$ cat src/rtl/bubble_sort_engine_core_assert.svh
// assertion macros for the bubble sort engine
// expects signals clk and rst_n in the including scope
`ifndef BUBBLE_SORT_ENGINE_CORE_ASSERT_SVH
`define BUBBLE_SORT_ENGINE_CORE_ASSERT_SVH

// same-cycle implication, checked outside reset
`define BSE_ASSERT_NOW(label, ante, cons) \
    label: assert property (@(posedge clk) disable iff (!rst_n) (ante) |-> (cons)) \
        else $error("bubble sort engine assertion failed");

// next-cycle implication, checked outside reset
`define BSE_ASSERT_NEXT(label, ante, cons) \
    label: assert property (@(posedge clk) disable iff (!rst_n) (ante) |=> (cons)) \
        else $error("bubble sort engine assertion failed");

`endif

$ cat src/rtl/bse_pkg.sv
// shared constants, state type and command type for the bubble sort engine
// no dependencies
package bse_pkg;

    localparam int DEPTH   = 32;
    localparam int DATA_W  = 32;
    localparam int IDX_W   = $clog2(DEPTH);
    localparam int CNT_W   = $clog2(DEPTH + 1);

    typedef enum logic [1:0] {
        ST_COLLECT,
        ST_SORT,
        ST_EMIT
    } state_t;

    // controller to datapath commands
    typedef struct packed {
        logic             load_en;
        logic [IDX_W-1:0] load_idx;
        logic             sort_en;
        logic             odd_phase;
        logic [CNT_W-1:0] active_n;
        logic             shift_en;
    } dp_cmd_t;

endpackage

$ cat src/rtl/bse_ctrl.sv
// control state machine: collect, sort phases, emit
// depends on bse_pkg
module bse_ctrl (
    input  logic              clk,
    input  logic              rst_n,
    input  logic              in_valid,
    input  logic              in_last,
    output logic              in_ready,
    output logic              out_valid,
    input  logic              out_ready,
    output logic              final_res,
    output logic              truncated,
    output bse_pkg::dp_cmd_t  cmd
);

    bse_pkg::state_t               state_reg, state_next;
    logic [bse_pkg::CNT_W-1:0]     fill_reg, fill_next;
    logic [bse_pkg::CNT_W-1:0]     phase_reg, phase_next;
    logic                          ovf_reg, ovf_next;
    logic                          in_beat;
    logic                          out_beat;
    logic                          has_room;

    // state and counters
    always_ff @(posedge clk or negedge rst_n)
    begin
        if (!rst_n)
        begin
            state_reg <= bse_pkg::ST_COLLECT;
            fill_reg  <= '0;
            phase_reg <= '0;
            ovf_reg   <= 1'b0;
        end
        else
        begin
            state_reg <= state_next;
            fill_reg  <= fill_next;
            phase_reg <= phase_next;
            ovf_reg   <= ovf_next;
        end
    end

    // handshakes follow the state only
    assign in_ready  = (state_reg == bse_pkg::ST_COLLECT);
    assign out_valid = (state_reg == bse_pkg::ST_EMIT);
    assign in_beat   = in_valid && in_ready;
    assign out_beat  = out_valid && out_ready;
    assign has_room  = fill_reg < bse_pkg::CNT_W'(bse_pkg::DEPTH);

    // next state and commands
    always_comb
    begin
        state_next    = state_reg;
        fill_next     = fill_reg;
        phase_next    = phase_reg;
        ovf_next      = ovf_reg;
        final_res     = 1'b0;
        truncated     = ovf_reg;
        cmd.load_en   = 1'b0;
        cmd.load_idx  = fill_reg[bse_pkg::IDX_W-1:0];
        cmd.sort_en   = 1'b0;
        cmd.odd_phase = phase_reg[0];
        cmd.active_n  = fill_reg;
        cmd.shift_en  = 1'b0;

        case (state_reg)
            bse_pkg::ST_COLLECT:
            begin
                if (in_beat)
                begin
                    // store while room is left, else drop and flag
                    if (has_room)
                    begin
                        cmd.load_en = 1'b1;
                        fill_next   = fill_reg + 1'b1;
                    end
                    else
                    begin
                        ovf_next = 1'b1;
                    end
                    if (in_last)
                    begin
                        phase_next = '0;
                        state_next = bse_pkg::ST_SORT;
                    end
                end
            end

            bse_pkg::ST_SORT:
            begin
                // n odd-even phases sort n elements
                cmd.sort_en = 1'b1;
                phase_next  = phase_reg + 1'b1;
                if (phase_reg == fill_reg - 1'b1)
                begin
                    state_next = bse_pkg::ST_EMIT;
                end
            end

            bse_pkg::ST_EMIT:
            begin
                final_res = (fill_reg == bse_pkg::CNT_W'(1));
                if (out_beat)
                begin
                    cmd.shift_en = 1'b1;
                    fill_next    = fill_reg - 1'b1;
                    if (final_res)
                    begin
                        ovf_next   = 1'b0;
                        state_next = bse_pkg::ST_COLLECT;
                    end
                end
            end

            default:
            begin
                state_next = bse_pkg::ST_COLLECT;
            end
        endcase
    end

endmodule

$ cat config.mk
export PLATFORM = sky130hd
export DESIGN_NAME = bse_ctrl
export DESIGN_NICKNAME = d
export VERILOG_FILES = /design/src/rtl/bubble_sort_engine_core_assert.svh /design/src/rtl/bse_pkg.sv /design/src/rtl/bse_ctrl.sv
export SDC_FILE = /design/constraint.sdc
export NUM_CORES = 1
export LEC_CHECK = 0
export BUFFER_PORTS_ARGS = -buffer_cell sky130_fd_sc_hd__buf_2
export CORE_MARGIN = 2
export CORE_UTILIZATION = 43
export CTS_CLUSTER_DIAMETER = 150
export DETAILED_ROUTE_END_ITERATION = 8
export GPL_TIMING_DRIVEN = 0
export PLACE_DENSITY = 0.75
export SYNTH_ARGS = -nofsm -noshare
export SYNTH_HDL_FRONTEND = slang
export SYNTH_SLANG_ARGS = --single-unit
$ cat constraint.sdc
create_clock -name clk -period 4 [get_ports clk]
set_input_delay 0.2 -clock clk [delete_from_list [all_inputs] [get_ports clk]]
set_output_delay 0.2 -clock clk [all_outputs]
set_load 0.01 [all_outputs]
## Word-level counts from Yosys, hierarchy flattened

Index checks and enable logic that the tools add are counted.

- Add/subtract/negate cells: 3
- Magnitude comparators: 1
- Eq/ne operators: 11
- Mux-type cells: 25
- Reductions and logical operators: 9

Operator list:

| cell | number |
|---|---|
| 6-bit two-way mux | 5 |
| 6-bit one-hot mux with 2 select lines | 2 |
| 6-bit by 1-bit adder with 6-bit output, second input constant | 2 |
| 1-bit two-way mux | 11 |
| 2-bit two-way mux | 5 |
| 5-bit AND reduction | 2 |
| 2-bit by 1-bit != test with 1-bit output, second input constant | 4 |
| 6-bit by 1-bit equality test with 1-bit output, second input constant | 1 |
| 6-bit equality test | 1 |
| 6-bit < comparator, second input constant | 1 |
| 2-bit != test, second input constant | 3 |
| 2-bit one-hot mux with 3 select lines | 1 |
| 6-bit by 1-bit subtractor with 6-bit output, second input constant | 1 |
| 4-bit AND reduction | 1 |
| 2-bit nonzero test | 2 |
| 3-bit AND reduction | 1 |
| 2-bit by 1-bit equality test with 1-bit output, second input constant | 1 |
| 2-bit equality test, second input constant | 1 |
| 1-bit logical AND | 2 |
| 2-bit zero test | 1 |
| 1-bit one-hot mux with 2 select lines | 1 |

- Flip-flop bits (word level): 15
- Input port bits: 5
- Output and inout port bits: 19
- Word-level logic and storage cells: 53

## Logic depth before layout (Yosys ltp)

Gate-level depths: netlist of the first run.

- Depth after elaboration: 4
- Depth in mapped cells: 7
- Depth with buffers taken out: 6

## Worst setup path after synthesis of the first run

OpenSTA, ideal clock, no wires.

- Path kind: register -> register
- From: reg fill_reg[0] (netlist bit)
- To: reg state_reg[0]
- Setup time: 121 ps
- Data arrival time: 1,631 ps
- Data required time: 3,879 ps
- Path slack: 2,248 ps
- Stages on the path, launching flop included: 6
- Buffers on the path: 0
- Clock period less this slack: 1,752 ps
- Cells stage by stage: dfrtp_1 > inv_1 > ha_1 > or3_1 > a31o_2 > o22a_1

- Cells in the longest elaborated chain, start to end: 4
- Elaborated cells on any way between the ends: 6
- Those cells by class: add/sub: 1; eq/ne: 4; reduce/logical: 1

RTL lines:

| element | line | text |
|---|---|---|
| from (decl) | bse_ctrl.sv:17 | `logic [bse_pkg::CNT_W-1:0] fill_reg, fill_next;` |
| from (signal assigned) | bse_ctrl.sv:37 | `fill_reg <= fill_next;` |
| 6-bit by 1-bit subtractor with 6-bit output | bse_ctrl.sv:94 | `if (phase_reg == fill_reg - 1'b1)` |
| 6-bit equality test | bse_ctrl.sv:94 |  |
| 2-bit != test (no source line) | -- |  |
| 5-bit AND reduction (no source line) * | -- |  |
| to (signal assigned) | bse_ctrl.sv:29 | `state_reg <= bse_pkg::ST_COLLECT;` |
| to (signal assigned) | bse_ctrl.sv:36 | `state_reg <= state_next;` |
| to (decl) | bse_ctrl.sv:16 | `bse_pkg::state_t state_reg, state_next;` |

Every way passes the cells marked *; elsewhere a longest branch is shown, timed or not.
A chain may end at the register's enable or synchronous reset.

## Worst setup path in the final report of the first run

- From: reg fill_reg[2] (netlist bit)
- To: out final_res

- Cells in the longest elaborated chain, start to end: 2

RTL lines:

| element | line | text |
|---|---|---|
| 6-bit by 1-bit equality test with 1-bit output | bse_ctrl.sv:102 | `final_res = (fill_reg == bse_pkg::CNT_W'(1));` |
| 1-bit two-way mux | bse_ctrl.sv:66 | `case (state_reg)` |
| to (decl) | bse_ctrl.sv:11 | `output logic final_res,` |

Every way passes these cells.

==> impl_results.md, run 1 <==
- Outcome: finished clean
- Ports: 24
- CTS Sinks: 15
- Dpl hpwl: 1730 µm
- Reg2reg end: state_reg[0]
- Startpoint Class: flip-flop
- Lkg Pwr: 0.577 nW
- Drt drc: 0
- Drt wl/cell: 12.9 µm
- PnR worst setup slack: 2020 ps
- Synthesized cell area: 1050 µm²
- PwrDens: 814 nW/µm²
- Placed Area: 1200 µm²
- Iter 0 DRT Violations: 15
- HP Class: input pin to flip-flop
- CTS resizes: 0
- Worst Path Arrival: 1780 ps
- Post-DRT Antenna Nets: 0
- Slew Viols, Final: 0
- Reg-to-reg startpoint: fill_reg[0]
- Postcts setup bufs: 0
- Max IR drop VDD: 442 µV
- CP max-delay cell: dfrtp_1
- Hold Vio Cnt, Final: 0
- Critical Path Sink Type: output port
- Clk root buf: clkbuf_4
- Ys flop type: dfrtp_1
- Synth cell count leaders: dfrtp_1 (15), nor2_1 (11), xor2_1 (10), a21oi_1 (7), buf_4 (7)
- Area leader, netlist: dfrtp_1
- WL final: 2210 µm
- Overall power: 1.01 mW
- Critical path type: flip-flop to output port
- Max H-tree Level: 1
- Die Wd: 53.5 µm
- FF+latch count, synth: 15
- Vias per inst: 5.28
- Max transition margin: 71.5%
- Die area: 2860 µm²
- Synth top area share: 35.7%
- Max Clk Rate: 506 MHz
- Rows: 17
- TritonCTS clock tree: done
- Synthesized area per cell: 9.07 µm²
- Flop-to-flop setup slack: 2100 ps
- Worst-case reg-to-reg path depth: 5
- Register area: 375 µm²
- Hold EP: state_reg[1]
- Placer's final routability congestion estimate: 0.824
- Synth warn: 0
- Final setup fails: 0
- Inst Count DP: 167
- Max_cap viols: 0
- Delay of the slowest critical-path stage: 420 ps
- Synth Instances: 116
- Unrepaired setup endpoints after global routing: no
- Most frequent cell after synthesis: dfrtp_1
- Chip height: 53.5 µm
- Hold depth: 4
- Initial core utilization: 46.7%
- Layout cells sized above 1: 28.5%
- Final Instance Area: 1240 µm²
- Library cells used by synthesis: 38
- Seq/Total Area, Yosys: 35.7%
- Crit-path cells: clkbuf_1 > nor3_1 > nand3b_1 > nor2_1 > buf_2
- Port Buffer Count: 23
- Worst Path Max Fanout: 10
- Vias in the first global route: 852
- Initial antenna violation count: 0
- Multi-input logic area: 579 µm²
- Pre-CTS setup slack: 2110 ps
- First-pass GRT wire length: 3590 µm
- Layout fillers: 235
- Clk pin slew, worst setup/hold paths: 100 ps
- Final worst path period need: 1980 ps
- Grt ovf: 0
- Worst Setup SP: fill_reg[2]
- Final core utilization: 55.0%
- CTS Hold Bufs: 1
- Number of flops mapped to enable cells by yosys: 0
- DRT Pass-1 Iters: 4
- Syn_nets: 125
- WHS: 294 ps
- FFs w/ async S/R, synth: 100%
- Largest net degree at the start of global routing: 16
- Via Count: 908
- Area Overhead vs Synth: 17.8%
- Nets@finish: 154
- Clock Latency Late Sink: 280 ps
- Post-Route Skew: 8.09 ps
- Core area: 2250 µm²
- Clock Path Buffers: 2
- Gr usage total: 16.9%
- Most area-consuming cells after synthesis: dfrtp_1 (36%), xor2_1 (8.3%), buf_4 (5.0%)
- Setup TNS: 0 ps
- Non-Filler Instances: 172
- Min-delay src: out_ready
- CTS Buf Count: 3
- Worst-margin pin slew: 425 ps
- Crit path required time: 3800 ps
- Fin crit share: 49.4%
- Inserted Diodes: 0
## layer usage
layer	routed length, µm	global-route usage [%]	part of all wire [%]
met3	75	2.54	3.4
met4	0	4.27	0
met2	1100	30.7	50
met5	0	0	0
met1	1040	20.5	47
## cell type report
| class | instances | share of cell area (%) |
|---|---|---|
| Tap cell | 28 | 2.83 |
| Timing Repair Buffer | 24 | 10.1 |
| Buffer | 12 | 6.46 |
| Inverter | 4 | 1.41 |
| Sequential cell | 15 | 30.3 |
| Clock inverter | 1 | 0.404 |
| Clock buffer | 3 | 1.82 |
| Multi-Input combinational cell | 85 | 46.7 |
## how the worst max path moves through the flow
stage,cells past startpoint,slack [ps],end
finish,5,2020,final_res
global route,5,1840,final_res
CTS,5,2020,final_res
detailed placement,5,2110,state_reg[0]
global placement,5,2160,state_reg[0]
floorplan,5,2250,state_reg[0]
## worst max-delay path: cells and delay by family, from the launching register on
family	cells	cell delay (ps)
flip-flops	1	420
buffers and inverters	2	350
AND/OR/NAND/NOR	3	720
## cells in the final DEF, fill, tap and decap left out, drive strengths merged, types with 2 or more instances in the layout
cell     instances
a21o             2
a21oi            8
and3             2
buf             32
clkbuf           6
dfrtp           15
ha               4
inv              4
nand2            4
nand3            3
nand3b           2
nand4            2
nor2            11
nor2b            3
nor3             3
o2111ai          3
o21ai            8
xnor2            6
xor2            10
## power by group
group	switching, mW	internal, mW	leakage (nW)	total (mW)
clock network	0.0512	0.0371	0.0177	0.0883
logic	0.314	0.292	0.379	0.606
registers	0.0986	0.217	0.181	0.315
## cell families after synthesis
kind of cell               count (synthesis)  share of synthesized area [%]
DFF                                       15                           35.7
xor gates and xnor gates                  16                           13.3
adders and majority gates                  4                           4.76
and+or+nand+nor                           38                           20.2
AOI/OAI and AO/OA                         26                           15.7
buffers and inverters                     16                           9.27
muxes                                      1                           1.07
(Power assumes the default switching activity.)
==> inputs of run 2 (changes only) <==
==> constraint.sdc (replaced) <==
create_clock -name clk -period 2 [get_ports clk]
set_input_delay 0.1 -clock clk [delete_from_list [all_inputs] [get_ports clk]]
set_output_delay 0.1 -clock clk [all_outputs]
set_load 0.01 [all_outputs]
==> impl_results.md, run 2 (same netlist as run 1, synthesis figures left out) <==
- Outcome: finished clean
- Unrepaired setup endpoints after global routing: no
- Worst Path Arrival: 2080 ps
- Largest net degree at the start of global routing: 16
- Crit path required time: 2180 ps
- Initial antenna violation count: 0
- Sw Ratio: 46.0%
- First-pass GRT wire length: 3590 µm
- Gr usage total: 16.9%
- Via Count: 909
- Max_cap viols: 0
- Startpoint Class: flip-flop
- Max IR drop VDD: 885 µV
- Die Wd: 53.5 µm
- Max transition margin: 72.1%
- Port Buffer Count: 23
- Lkg Pwr: 0.578 nW
- Placer's final routability congestion estimate: 0.824
- Drt wl/cell: 12.9 µm
- Psw: 0.932 mW
- Layout fillers: 236
- Area Overhead vs Synth: 18.3%
- Drt drc: 0
- Ports: 24
- Post-DRT Antenna Nets: 0
- Internal: 1.09 mW
- Clock Latency Late Sink: 280 ps
- Layout cells sized above 1: 29.2%
- Most common cell after layout, fill and taps aside: buf_2
- CTS Sinks: 15
- Fin crit share: 95.3%
- Iter 0 DRT Violations: 16
- Max Clk Rate: 525 MHz
- Worst-margin pin slew: 418 ps
- Dpl hpwl: 1730 µm
- Setup TNS: 0 ps
- Slew Viols, Final: 0
- Initial core utilization: 46.7%
- Final core utilization: 55.2%
- Rows: 17
- WL final: 2220 µm
- Clock power frac: 8.6%
- Clk pin slew, worst setup/hold paths: 100 ps
- Postcts setup bufs: 0
- Final worst path period need: 1910 ps
- CTS Buf Count: 3
- DRT Pass-1 Iters: 4
- Die area: 2860 µm²
- PwrDens: 1630 nW/µm²
- TritonCTS clock tree: done
- Seq pwr share: 31.2%
- Worst Path Max Fanout: 9
- Final setup fails: 0
- Vias in the first global route: 852
- Commonest non-fill, non-tap cells in the layout: buf_2 (24), dfrtp_1 (15), nor2_1 (11)
- Chip height: 53.5 µm
- Max H-tree Level: 1
- Nets@finish: 154
- Critical Path Sink Type: flip-flop
- Grt ovf: 0
- Clock Path Buffers: 2
- Vias per inst: 5.28
- HP Class: input pin to flip-flop
- Combinational Power Share: 60.1%
- Critical path type: flip-flop to flip-flop
- Inserted Diodes: 0
- Clk root buf: clkbuf_4
- Post-Route Skew: 7.45 ps
- Core area: 2250 µm²
- Hold Vio Cnt, Final: 0
[run 2: worst max-delay path, cell delays in order (launching register included)]
cell and delay (ps):
dfrtp_1 540, inv_1 150, ha_1 280, or3_1 380, a31o_2 260, o22a_1 190
[run 2: worst paths after layout]
path,start,endpoint,slack [ps],cells after the start
min in group asynchronous,rst_n,fill_reg[1],240,2
worst min register to register,truncated,truncated,580,2
max in group asynchronous,rst_n,phase_reg[2],1510,2
worst max register to register,fill_reg[0],state_reg[0],90,5
worst max-delay path,fill_reg[0],state_reg[0],90,5
worst min-delay path,out_ready,state_reg[1],190,4
[run 2: timing repair]
action / CTS / global route
resized for setup: 0 / 1
hold buffers: 1 / 0
endpoints found under the setup margin: 0 / 1
endpoints found under the hold margin: 15 / 0
[run 2: cell type report]
type	count	area (µm²)	share of cell area [%]
Multi-Input combinational cell	85	584	46.9
Sequential cell	15	375	30.2
Timing Repair Buffer	24	125	10.1
Buffer	12	80.1	6.43
Tap cell	28	35.0	2.81
Clock buffer	3	22.5	1.81
Inverter	4	17.5	1.41
Clock inverter	1	5.00	0.402
[run 2: per-layer routing]
metal  GRT usage [%]  vias to the layer above  part of all wire [%]
met5               0                        -                     0
met3            2.54                        0                   3.3
met2            30.7                       14                    50
met1            20.5                      433                    46
met4            4.27                        0                     0
li1                -                      462                     -
[run 2: per-stage QoR]
stage | worst slack (ps) | instances | hold WS, ps | total power [mW] | cell area (µm²)
2_1_floorplan | 248 | 116 | -196 | 1.50 | 1050
3_3_place_gp | 159 | 167 | 22.7 | 1.79 | 1200
3_5_place_dp | 107 | 167 | 27.1 | 1.85 | 1200
4_1_cts | 90.5 | 172 | 186 | 2.03 | 1240
5_1_grt | 21.6 | 172 | 237 | 2.20 | 1240
6_report | 94.7 | 172 | 193 | 2.03 | 1240
[run 2: power by group through the flow]
stage	clock network [mW]	registers, mW	logic, mW
after floorplan	0	0.619	0.882
after global placement	0	0.627	1.16
after detailed placement	0	0.636	1.22
final	0.175	0.633	1.22
after CTS	0.179	0.630	1.22
after global routing	0.195	0.661	1.35
==> inputs of run 3 (changes only) <==
--- a/config.mk
+++ b/config.mk
@@ -6,12 +6,14 @@
 export NUM_CORES = 1
 export LEC_CHECK = 0
 export BUFFER_PORTS_ARGS = -buffer_cell sky130_fd_sc_hd__buf_2
+export CELL_PAD_IN_SITES_DETAIL_PLACEMENT = 0
+export CELL_PAD_IN_SITES_GLOBAL_PLACEMENT = 1
 export CORE_MARGIN = 2
-export CORE_UTILIZATION = 43
+export CORE_UTILIZATION = 39
 export CTS_CLUSTER_DIAMETER = 150
 export DETAILED_ROUTE_END_ITERATION = 8
 export GPL_TIMING_DRIVEN = 0
-export PLACE_DENSITY = 0.75
+export PLACE_DENSITY = 0.86
 export SYNTH_ARGS = -nofsm -noshare
 export SYNTH_HDL_FRONTEND = slang
 export SYNTH_SLANG_ARGS = --single-unit
==> impl_results.md, run 3 (same netlist as run 1, synthesis figures left out) <==
- TritonCTS clock tree: done
- WL final: 2150 µm
- Worst Path Arrival: 2060 ps
- Min-delay src: out_ready
- Max Clk Rate: 529 MHz
- Largest net degree at the start of global routing: 16
- Max Used Layer: met4
- Met2 WL post-DR: 1020 µm
- Vias in the first global route: 866
- Nets@finish: 154
- Inserted Diodes: 0
- Hold EP: state_reg[1]
- Critical Path Sink Type: flip-flop
- Clk root buf: clkbuf_4
- Initial antenna violation count: 0
- Initial core utilization: 41.7%
- DR WL met3: 92 µm
- Die Wd: 55.9 µm
- WHS: 185 ps
- Iter 0 DRT Violations: 5
- Layout fillers: 252
- Outcome: finished clean
- Startpoint Class: flip-flop
- M1 wire length: 1020 µm
- Most common cell after layout, fill and taps aside: buf_2
- Layout cells sized above 1: 28.5%
- Die area: 3130 µm²
- Port Buffer Count: 23
- Final worst path period need: 1890 ps
- Post-Route Skew: 4.57 ps
- Hold Vio Cnt, Final: 0
- Dpl hpwl: 1660 µm
- PwrDens: 1610 nW/µm²
- Crit path required time: 2180 ps
- Flop-to-flop setup slack: 110 ps
- Postcts setup bufs: 0
- Drt drc: 0
- Critical path type: flip-flop to flip-flop
- CTS Sinks: 15
- Max transition margin: 71.8%
- Final setup fails: 0
- Reg-to-reg startpoint: fill_reg[0]
- Vias per inst: 5.08
- Max H-tree Level: 1
- Max_cap viols: 0
- Lkg Pwr: 0.576 nW
- First-pass GRT wire length: 3790 µm
- Ports: 24
- Core area: 2520 µm²
- Unrepaired setup endpoints after global routing: no
- Commonest non-fill, non-tap cells in the layout: buf_2 (24), dfrtp_1 (15), nor2_1 (11)
- Max IR drop VDD: 910 µV
- Worst Path Max Fanout: 9
- Grt ovf: 0
- Chip height: 55.9 µm
- Via Count: 884
- Hold depth: 4
- HP Class: input pin to flip-flop
- Worst-case reg-to-reg path depth: 5
- Fin crit share: 94.5%
- Reg2reg end: state_reg[0]
- Worst-margin pin slew: 418 ps
- CTS Buf Count: 3
- Clock Path Buffers: 2
- Post-DRT Antenna Nets: 0
- Drt wl/cell: 12.4 µm
- DRT Pass-1 Iters: 4
- Clock Latency Late Sink: 280 ps
- Rows: 18
- Gr usage total: 15.1%
- Slew Viols, Final: 0
- Setup TNS: 0 ps
- Area Overhead vs Synth: 18.4%
- Placer's final routability congestion estimate: 0.741
- Clk pin slew, worst setup/hold paths: 90 ps
[run 3: cell types whose count changed in the layout (fill, tap and decap cells not counted)]
cell,delta
clkbuf_1,+1
clkinv_2,-1
[run 3: worst max-delay path, stage by stage, from the launching register on]
cell	delay (ps)
dfrtp_1	520
inv_1	140
ha_1	290
or3_1	400
a31o_2	260
o22a_1	180
[run 3: worst max path at each step]
stage / startpoint / cells after the start / endpoint / slack [ps]
2_1_floorplan: fill_reg[0] / 5 / state_reg[0] / 250
3_3_place_gp: fill_reg[0] / 5 / state_reg[0] / 150
3_5_place_dp: fill_reg[0] / 5 / state_reg[0] / 120
4_1_cts: fill_reg[0] / 5 / state_reg[0] / 120
5_1_grt: fill_reg[0] / 5 / state_reg[0] / 40
6_report: fill_reg[0] / 5 / state_reg[0] / 110
[run 3: per-stage QoR]
step           cells  util (%)  cell area, µm²  setup slack [ps]  total power [mW]
2_1_floorplan    116         -            1050               248              1.50
3_3_place_gp     169      47.8            1200               152              1.80
3_5_place_dp     169      47.8            1200               124              1.84
4_1_cts          174      49.2            1240               116              2.02
5_1_grt          174      49.4            1250              42.1              2.21
6_report         174      49.4            1250               111              2.01
[run 3: power breakdown]
group / internal [mW] / switching [mW] / total [mW]
logic: 0.587 / 0.623 / 1.21
clock network: 0.0774 / 0.0929 / 0.170
registers: 0.434 / 0.194 / 0.627
total: 1.10 / 0.909 / 2.01
[run 3: what timing repair did]
item,in CTS,in global routing
hold buffers,1,0
endpoints found under the setup margin,0,1
resized for setup,0,1
hold endpoints to repair,15,0
[run 3: per-layer routing]
metal | track usage (%) | up-vias
met5 | 0 | -
met4 | 3.06 | 0
met3 | 4.88 | 2
met2 | 25.0 | 16
met1 | 19.3 | 408
li1 | - | 458
[run 3: layout make-up]
class                      count  area (µm²)  area share (%)
clock buffer                   4        26.3            2.11
buffer                        12        80.1            6.43
multi-input combinational     85         584            46.9
sequential                    15         375            30.1
tap                           30        37.5            3.01
timing repair buffer          24         125            10.0
inverter                       4        17.5            1.41
